[src/sv/assert_macros.svh]
// assertion macros used by the rtl file
// no dependencies; compiled out when SYNTHESIS is defined
`ifndef ASSERT_MACROS_SVH
`define ASSERT_MACROS_SVH
`ifndef SYNTHESIS
`define ASSERT_IMPL(name, clk_s, rst_s, ante, cons) \
  name: assert property (@(posedge clk_s) disable iff (!rst_s) (ante) |-> (cons)) \
    else $error("assertion failed");
`define ASSERT_LATENCY(name, clk_s, rst_s, ante, n, cons) \
  name: assert property (@(posedge clk_s) disable iff (!rst_s) (ante) |-> ##n (cons)) \
    else $error("latency assertion failed");
`else
`define ASSERT_IMPL(name, clk_s, rst_s, ante, cons)
`define ASSERT_LATENCY(name, clk_s, rst_s, ante, n, cons)
`endif
`endif

[src/sv/tpsi_pkg.sv]
// types, constants and helpers for the tensor pad source index unit
// no dependencies
`default_nettype none
package tpsi_pkg;

  localparam int RANK       = 4;
  localparam int COORD_BITS = 14;
  localparam int NDIM       = 4;

  localparam int IN_COORD_W  = 14;
  localparam int SRC_COORD_W = 12;
  localparam int OFFSET_W    = 48;
  localparam int FIELD_W     = 16;
  localparam int DIFF_W      = FIELD_W + 2;
  localparam int MIRROR_W    = DIFF_W + 1;
  localparam int SIZE_MAX    = 4095;

  localparam int CFG_DATA_W = 64;
  localparam int CFG_ADDR_W = 5;

  localparam logic [1:0] MODE_CONSTANT = 2'd0;
  localparam logic [1:0] MODE_REFLECT  = 2'd1;

  localparam logic [1:0] REG_PAD_MODE    = 2'd0;
  localparam logic [1:0] REG_INPUT_SIZES = 2'd1;
  localparam logic [1:0] REG_PAD_BEFORE  = 2'd2;

  localparam logic [63:0] SIZES_RESET = 64'h0001_0001_0001_0001;

  typedef struct packed {
    logic [IN_COORD_W-1:0] out_coord_0;
    logic [IN_COORD_W-1:0] out_coord_1;
    logic [IN_COORD_W-1:0] out_coord_2;
    logic [IN_COORD_W-1:0] out_coord_3;
  } in_item_t;

  typedef struct packed {
    logic [SRC_COORD_W-1:0] src_coord_0;
    logic [SRC_COORD_W-1:0] src_coord_1;
    logic [SRC_COORD_W-1:0] src_coord_2;
    logic [SRC_COORD_W-1:0] src_coord_3;
    logic [OFFSET_W-1:0]    src_offset;
    logic                   use_pad;
    logic                   range_error;
  } out_item_t;

  // 16-bit field of dimension j, dimension 0 in the top bits
  function automatic logic [FIELD_W-1:0] dim_field(logic [63:0] word, int j);
    dim_field = word[(NDIM-1-j)*FIELD_W +: FIELD_W];
  endfunction

  // clamped size; unused dimensions and zero fields count as size one
  function automatic logic [SRC_COORD_W-1:0] dim_size(logic [63:0] sizes_word, int j);
    logic [FIELD_W-1:0] f;
    f = dim_field(sizes_word, j);
    if (j >= RANK || f == '0) begin
      dim_size = SRC_COORD_W'(1);
    end else if (f > FIELD_W'(SIZE_MAX)) begin
      dim_size = SRC_COORD_W'(SIZE_MAX);
    end else begin
      dim_size = f[SRC_COORD_W-1:0];
    end
  endfunction

  // keep only the low COORD_BITS bits of a coordinate
  function automatic logic [FIELD_W-1:0] mask_coord(logic [IN_COORD_W-1:0] c);
    logic [FIELD_W-1:0] m;
    m = '0;
    for (int b = 0; b < IN_COORD_W; b++) begin
      m[b] = c[b] && (b < COORD_BITS);
    end
    mask_coord = m;
  endfunction

endpackage
`default_nettype wire

[src/sv/tensor_pad_source_index_unit.sv]
// Throughput: one item per clock; busy never rises, out_valid is one cycle per result.
// Five register stages: coordinate minus pad, mirror and range check, then three
// multiply-add stages of the row-major offset. Synchronous active-low reset clears
// the pipeline valid bits and sets pad_mode 0, every size 1 and every pad 0.
// Depends on tpsi_pkg and assert_macros.svh.
`default_nettype none
`include "assert_macros.svh"
module tensor_pad_source_index_unit (
  input  wire logic                          clk,
  input  wire logic                          rst_n,
  input  wire logic                          start,
  output logic                               busy,
  input  wire tpsi_pkg::in_item_t            in_data,
  output logic                               out_valid,
  output tpsi_pkg::out_item_t                out_data,
  input  wire logic                          psel,
  input  wire logic                          penable,
  input  wire logic                          pwrite,
  input  wire logic [tpsi_pkg::CFG_ADDR_W-1:0] paddr,
  input  wire logic [tpsi_pkg::CFG_DATA_W-1:0] pwdata,
  output logic [tpsi_pkg::CFG_DATA_W-1:0]    prdata,
  output logic                               pready
);

  localparam int NDIM = tpsi_pkg::NDIM;
  localparam int SW   = tpsi_pkg::SRC_COORD_W;
  localparam int DW   = tpsi_pkg::DIFF_W;
  localparam int MW   = tpsi_pkg::MIRROR_W;
  localparam int FW   = tpsi_pkg::FIELD_W;
  localparam int A0W  = 2 * SW;
  localparam int A1W  = 3 * SW;
  localparam int OW   = tpsi_pkg::OFFSET_W;

  // configuration registers
  logic [1:0]  pad_mode_r;
  logic [63:0] input_sizes_r;
  logic [63:0] pad_before_r;
  logic        cfg_write;
  logic [1:0]  cfg_sel;

  assign pready    = 1'b1;
  assign busy      = 1'b0;
  assign cfg_write = psel && penable && pwrite && pready;
  assign cfg_sel   = paddr[4:3];

  always_ff @(posedge clk) begin
    if (!rst_n) begin
      pad_mode_r    <= tpsi_pkg::MODE_CONSTANT;
      input_sizes_r <= tpsi_pkg::SIZES_RESET;
      pad_before_r  <= '0;
    end else if (cfg_write) begin
      case (cfg_sel)
        tpsi_pkg::REG_PAD_MODE:    pad_mode_r    <= pwdata[1:0];
        tpsi_pkg::REG_INPUT_SIZES: input_sizes_r <= pwdata;
        tpsi_pkg::REG_PAD_BEFORE:  pad_before_r  <= pwdata;
        default: ;
      endcase
    end
  end

  always_comb begin
    unique case (cfg_sel)
      tpsi_pkg::REG_PAD_MODE:    prdata = {62'd0, pad_mode_r};
      tpsi_pkg::REG_INPUT_SIZES: prdata = input_sizes_r;
      tpsi_pkg::REG_PAD_BEFORE:  prdata = pad_before_r;
      default:                   prdata = '0;
    endcase
  end

  logic [SW-1:0] size_w [NDIM];
  always_comb begin
    for (int j = 0; j < NDIM; j++) begin
      size_w[j] = tpsi_pkg::dim_size(input_sizes_r, j);
    end
  end

  // stage 1: coordinate minus leading pad
  logic                 v1_r;
  logic signed [DW-1:0] d1_r   [NDIM];
  logic signed [DW-1:0] d1_nxt [NDIM];
  logic [FW-1:0]        coord_w [NDIM];

  always_comb begin
    coord_w[0] = tpsi_pkg::mask_coord(in_data.out_coord_0);
    coord_w[1] = tpsi_pkg::mask_coord(in_data.out_coord_1);
    coord_w[2] = tpsi_pkg::mask_coord(in_data.out_coord_2);
    coord_w[3] = tpsi_pkg::mask_coord(in_data.out_coord_3);
    for (int j = 0; j < NDIM; j++) begin
      d1_nxt[j] = $signed({2'b00, coord_w[j]})
                - $signed({2'b00, tpsi_pkg::dim_field(pad_before_r, j)});
    end
  end

  always_ff @(posedge clk) begin
    if (!rst_n) begin
      v1_r <= 1'b0;
    end else begin
      v1_r <= start && !busy;
    end
  end

  always_ff @(posedge clk) begin
    for (int j = 0; j < NDIM; j++) begin
      d1_r[j] <= d1_nxt[j];
    end
  end

  // stage 2: mirror into the input and check the range
  logic          v2_r;
  logic [SW-1:0] src2_r   [NDIM];
  logic [SW-1:0] src2_nxt [NDIM];
  logic          pad2_r, err2_r;
  logic          pad2_nxt, err2_nxt;
  logic signed [MW-1:0] mir_w   [NDIM];
  logic signed [MW-1:0] size_s  [NDIM];
  logic                 in_rng_w [NDIM];
  logic                 mode_const;
  logic signed [MW-1:0] shift_lo, shift_hi;

  always_comb begin
    mode_const = (pad_mode_r == tpsi_pkg::MODE_CONSTANT);
    shift_lo   = (pad_mode_r == tpsi_pkg::MODE_REFLECT) ? MW'(0) : MW'(1);
    shift_hi   = (pad_mode_r == tpsi_pkg::MODE_REFLECT) ? MW'(2) : MW'(1);
    pad2_nxt   = 1'b0;
    err2_nxt   = 1'b0;
    for (int j = 0; j < NDIM; j++) begin
      size_s[j] = $signed({{(MW-SW){1'b0}}, size_w[j]});
      mir_w[j]  = MW'(d1_r[j]);
      if (!mode_const) begin
        if (d1_r[j] < 0) begin
          mir_w[j] = -MW'(d1_r[j]) - shift_lo;
        end else if (MW'(d1_r[j]) >= size_s[j]) begin
          mir_w[j] = (size_s[j] <<< 1) - MW'(d1_r[j]) - shift_hi;
        end
      end
      in_rng_w[j] = (mir_w[j] >= 0) && (mir_w[j] < size_s[j]);
      if (j < tpsi_pkg::RANK) begin
        src2_nxt[j] = in_rng_w[j] ? mir_w[j][SW-1:0] : '0;
        if (!in_rng_w[j]) begin
          if (mode_const) pad2_nxt = 1'b1;
          else            err2_nxt = 1'b1;
        end
      end else begin
        src2_nxt[j] = '0;
      end
    end
  end

  always_ff @(posedge clk) begin
    if (!rst_n) begin
      v2_r <= 1'b0;
    end else begin
      v2_r <= v1_r;
    end
  end

  always_ff @(posedge clk) begin
    for (int j = 0; j < NDIM; j++) begin
      src2_r[j] <= src2_nxt[j];
    end
    pad2_r <= pad2_nxt;
    err2_r <= err2_nxt;
  end

  // stage 3: src0 * size1 + src1
  logic           v3_r;
  logic [SW-1:0]  src3_r [NDIM];
  logic           pad3_r, err3_r;
  logic [A0W-1:0] acc3_r, acc3_nxt;

  assign acc3_nxt = {{SW{1'b0}}, src2_r[0]} * {{SW{1'b0}}, size_w[1]}
                  + {{SW{1'b0}}, src2_r[1]};

  always_ff @(posedge clk) begin
    if (!rst_n) begin
      v3_r <= 1'b0;
    end else begin
      v3_r <= v2_r;
    end
  end

  always_ff @(posedge clk) begin
    for (int j = 0; j < NDIM; j++) begin
      src3_r[j] <= src2_r[j];
    end
    pad3_r <= pad2_r;
    err3_r <= err2_r;
    acc3_r <= acc3_nxt;
  end

  // stage 4: acc * size2 + src2
  logic           v4_r;
  logic [SW-1:0]  src4_r [NDIM];
  logic           pad4_r, err4_r;
  logic [A1W-1:0] acc4_r, acc4_nxt;

  assign acc4_nxt = {{SW{1'b0}}, acc3_r} * {{A0W{1'b0}}, size_w[2]}
                  + {{A0W{1'b0}}, src3_r[2]};

  always_ff @(posedge clk) begin
    if (!rst_n) begin
      v4_r <= 1'b0;
    end else begin
      v4_r <= v3_r;
    end
  end

  always_ff @(posedge clk) begin
    for (int j = 0; j < NDIM; j++) begin
      src4_r[j] <= src3_r[j];
    end
    pad4_r <= pad3_r;
    err4_r <= err3_r;
    acc4_r <= acc4_nxt;
  end

  // stage 5: acc * size3 + src3, zero the coordinates and offset when a flag is raised
  logic                out_valid_r;
  tpsi_pkg::out_item_t out_data_r, out_data_nxt;
  logic [OW-1:0]       offset_w;
  logic                flag_w;

  always_comb begin
    offset_w = {{SW{1'b0}}, acc4_r} * {{A1W{1'b0}}, size_w[3]}
             + {{A1W{1'b0}}, src4_r[3]};
    flag_w   = pad4_r || err4_r;
    out_data_nxt.src_coord_0 = flag_w ? '0 : src4_r[0];
    out_data_nxt.src_coord_1 = flag_w ? '0 : src4_r[1];
    out_data_nxt.src_coord_2 = flag_w ? '0 : src4_r[2];
    out_data_nxt.src_coord_3 = flag_w ? '0 : src4_r[3];
    out_data_nxt.src_offset  = flag_w ? '0 : offset_w;
    out_data_nxt.use_pad     = pad4_r;
    out_data_nxt.range_error = err4_r;
  end

  always_ff @(posedge clk) begin
    if (!rst_n) begin
      out_valid_r <= 1'b0;
    end else begin
      out_valid_r <= v4_r;
    end
  end

  always_ff @(posedge clk) begin
    out_data_r <= out_data_nxt;
  end

  assign out_valid = out_valid_r;
  assign out_data  = out_data_r;

  `ASSERT_LATENCY(a_out_latency, clk, rst_n, start && !busy, 5, out_valid)
  `ASSERT_IMPL(a_no_spurious_out, clk, rst_n, out_valid, $past(start, 5))
  `ASSERT_IMPL(a_flags_exclusive, clk, rst_n, out_valid, !(out_data.use_pad && out_data.range_error))
  `ASSERT_IMPL(a_flag_zero_offset, clk, rst_n, out_valid && (out_data.use_pad || out_data.range_error), out_data.src_offset == 48'd0)

endmodule
`default_nettype wire
[config.mk]
export PLATFORM = sky130hd
export DESIGN_NAME = tensor_pad_source_index_unit
export DESIGN_NICKNAME = d
export VERILOG_FILES = /design/src/sv/tpsi_pkg.sv /design/src/sv/tensor_pad_source_index_unit.sv
export VERILOG_INCLUDE_DIRS = /design/src /design/src/sv
export SDC_FILE = /design/constraint.sdc
export NUM_CORES = 2
export LEC_CHECK = 0
export BUFFER_PORTS_ARGS = -buffer_cell sky130_fd_sc_hd__buf_2
export CORE_MARGIN = 8
export CORE_UTILIZATION = 62
export DETAILED_ROUTE_END_ITERATION = 16
export PLACE_DENSITY = 0.82
export SKIP_CTS_REPAIR_TIMING = 1
export SLEW_MARGIN = 30
export SYNTH_ARGS = -nofsm -noshare
export SYNTH_HDL_FRONTEND = slang
export SYNTH_SLANG_ARGS = --single-unit
[constraint.sdc]
create_clock -name clk -period 11.65 [get_ports clk]
set_input_delay 2.33 -clock clk [delete_from_list [all_inputs] [get_ports clk]]
set_output_delay 2.33 -clock clk [all_outputs]
set_load 0.02 [all_outputs]
==> flow_metrics.tcl <==
set metrics [dict create \
    status "finished, final reports clean" \
    max-cap-violations 0 \
    detail_route.wl_per_cell_um 19.0 \
    timing.final.crit_share_pct 67.0 \
    path_class "register to register" \
    viasPerCell 5.76 \
    final_cell_mix "1051 x inv_1, 971 x nand2_1, 701 x fa_1" \
    clk_root_buffer_cell "clkbuf_16" \
    clkTransAtPathRegs_ns 0.07 \
    start_util_pct 62.6 \
    drive_gt1_share_pct 7.86 \
    core_area_um2 88400 \
    syn_avg_cell_area_um2 8.67 \
    syn_area_um2 55300 \
    layout_commonest_cell "inv_1" \
    synth.net_count 7822 \
    ctsHtreeMaxLevel 2 \
    totalWireLength_um 146000 \
    maxSlewViolCount 0 \
    synthXorXnorAreaFrac_pct 3.17 \
    crit_required_ns 12.19 \
    arrival_ns 8.34 \
    synthFlopType "dfxtp_1" \
    finalSetupViolCount 0 \
    port_buffers 290 \
    placed_area_um2 57500 \
    grt_pass1_wl_um 235000 \
    grt_overflow_total 0 \
    design_area_um2 59600 \
    leakage_nw 27.3 \
    synth_edf_count 0 \
    synth_compound_area_share_pct 12.7 \
    critPathCaptureType "register" \
    min_path_type "register to register" \
    ios 296 \
    antenna_found_initial 12 \
    powerDensity_nw_per_um2 93.7 \
    fin_setup_tns_ns 0 \
    synth_fa_ha_area_share_pct 39.2 \
    grt_setup_unrepaired "no" \
    die_area_um2 99000 \
    fin_nets 7931 \
    die_w_um 315 \
    final-hold-violation-count 0 \
    grt_max_degree 136 \
    dr.first_iter.drc_count 3066 \
    synthCells 6379 \
    crit_path_max_fanout 26 \
    syn2layout_area_growth_pct 7.74 \
    num_vias 44384 \
    place_congestion 0.947 \
    drtAntennaViolNets 0 \
    cts_tree "done" \
    die_h_um 315 \
    insertion_delay_ns 0.68 \
    cp-start-kind "register" \
    grt_usage_pct 29.3 \
    rows 109 \
    synth-seq-cells 511 \
    dr.pass1.iters 6 \
    fillCellCount 6970 \
    rr_startpoint "input_sizes_r[12]" \
    yosys_warnings 0 \
    synthDistinctLibCells 86 \
    r2r_setup_slack_ns 3.84 \
    slew_headroom_pct 34.9 \
    finClkSkew_ns 0.0444 \
    grt_pass1_vias 46175 \
    hp-start "src3_r[3][10]" \
    synthMuxAreaShare_pct 0.357 \
    peakVddDrop_mv 0.121 \
    drc 0 \
    cts_sinks 511 \
    clockBufferDepth 3 \
    synth_top_family_by_area "adder cells" \
    period_needed_ns 7.81 \
    cts_made_buffers 57 \
    yosysSeqAreaShare_pct 18.5 \
    max_freq_mhz 128 \
    worstMarginPinSlew_ns 0.976 \
    synthSimpleGateAreaFrac_pct 17.0 \
    hpwl_um 114000 \
    setup.worst_path.start "input_sizes_r[12]" \
    async_flop_share_pct 0 \
]
## final timing paths
kind | end | cells past startpoint
hold / removal | src4_r[3][10] | 0
setup reg to reg | out_data[49] | 24
setup / recovery | out_data[49] | 24
hold reg to reg | src4_r[3][10] | 0
## synth_stat cells, drive strengths merged (28+ instances only)
library cell	instances	area share, %
inv	1051	7.1
nand2	971	6.6
fa	701	25
ha	611	14
dfxtp	511	18
and2	316	3.6
clkbuf	266	1.8
a21oi	224	2.0
nor2	218	1.5
o21ai	165	1.5
a21boi	151	2.1
nor2b	145	1.6
xnor2	133	2.1
a21o	90	1.2
nor3	70	0.63
xor2	67	1.1
a22o	65	1.0
nand2b	54	0.61
nand3	54	0.49
a211oi	46	0.68
o21bai	38	0.52
or2	31	0.35
o21a	29	0.39
a22oi	28	0.38
## metal layers
metal	track usage [%]	up-vias	part of all wire (%)
met4	13.8	12	5.2
met2	49.5	1719	47
li1	-	20573	-
met1	34.7	21636	39
met5	0	-	0.051
met3	7.55	444	8.9
## through the flow
step	setup slack (ns)	power (mW)	std cells	util [%]	hold slack (ns)
floorplan	4.73	3.22	6379	-	0.310
global placement	4.03	3.61	7592	65.0	0.310
detailed placement	3.91	3.66	7593	65.1	0.312
CTS	3.80	5.59	7701	67.4	0.322
global route	3.63	5.90	7706	67.4	0.328
finish	3.84	5.58	7708	67.4	0.320
## cells by family after synthesis
kind of cell,Yosys count
mux,19
other cells,2
flops,511
buf+inv,1333
compound gates,1021
xor+xnor,200
simple gates,1981
fa+ha+maj,1312
## power breakdown
part | leakage (nW) | switching (mW) | internal [mW]
clock network | 0.957 | 0.813 | 1.11
registers | 4.15 | 0.129 | 1.81
logic | 22.2 | 1.01 | 0.705
## cell type report
cell class / count / area (um2) / share of cell area (%)
tap: 1165 / 1460 / 2.45
inverter: 1051 / 3950 / 6.62
clock inverter: 38 / 445 / 0.748
multi-input combinational: 4535 / 40100 / 67.3
clock buffer: 70 / 1580 / 2.65
sequential: 511 / 10200 / 17.2
antenna: 6 / 15.0 / 0.0252
timing repair buffer: 332 / 1800 / 3.02
## worst max-delay path, cell delays in order, from the launching register on
cell and delay, ns:
dfxtp_1 0.33, or4_1 0.58, a311o_2 0.61, buf_16 0.25, nand2_1 0.11, fa_1 0.39
inv_1 0.08, fa_1 0.44, fa_1 0.51, inv_1 0.05, fa_1 0.48, fa_1 0.49
inv_1 0.04, ha_1 0.31, o21ai_0 0.16, o21ai_1 0.17, a2111oi_2 0.62, o211a_1 0.28
and4bb_1 0.27, a211oi_2 0.39, nor4b_1 0.14, o211ai_1 0.35, a221oi_1 0.20, nor3_1 0.28
nor3b_1 0.10
## registers in the layout (all words and copies together) (netlist names), 2 cells and up
signal and count:
pad_before_r 64, src4_r 48, src2_r 48, pad_mode_r 2, input_sizes_r 64, acc3_r 24, src3_r 48, acc4_r 36
d1_r 68, out_data 98
Power figures use the tool's default switching activity.
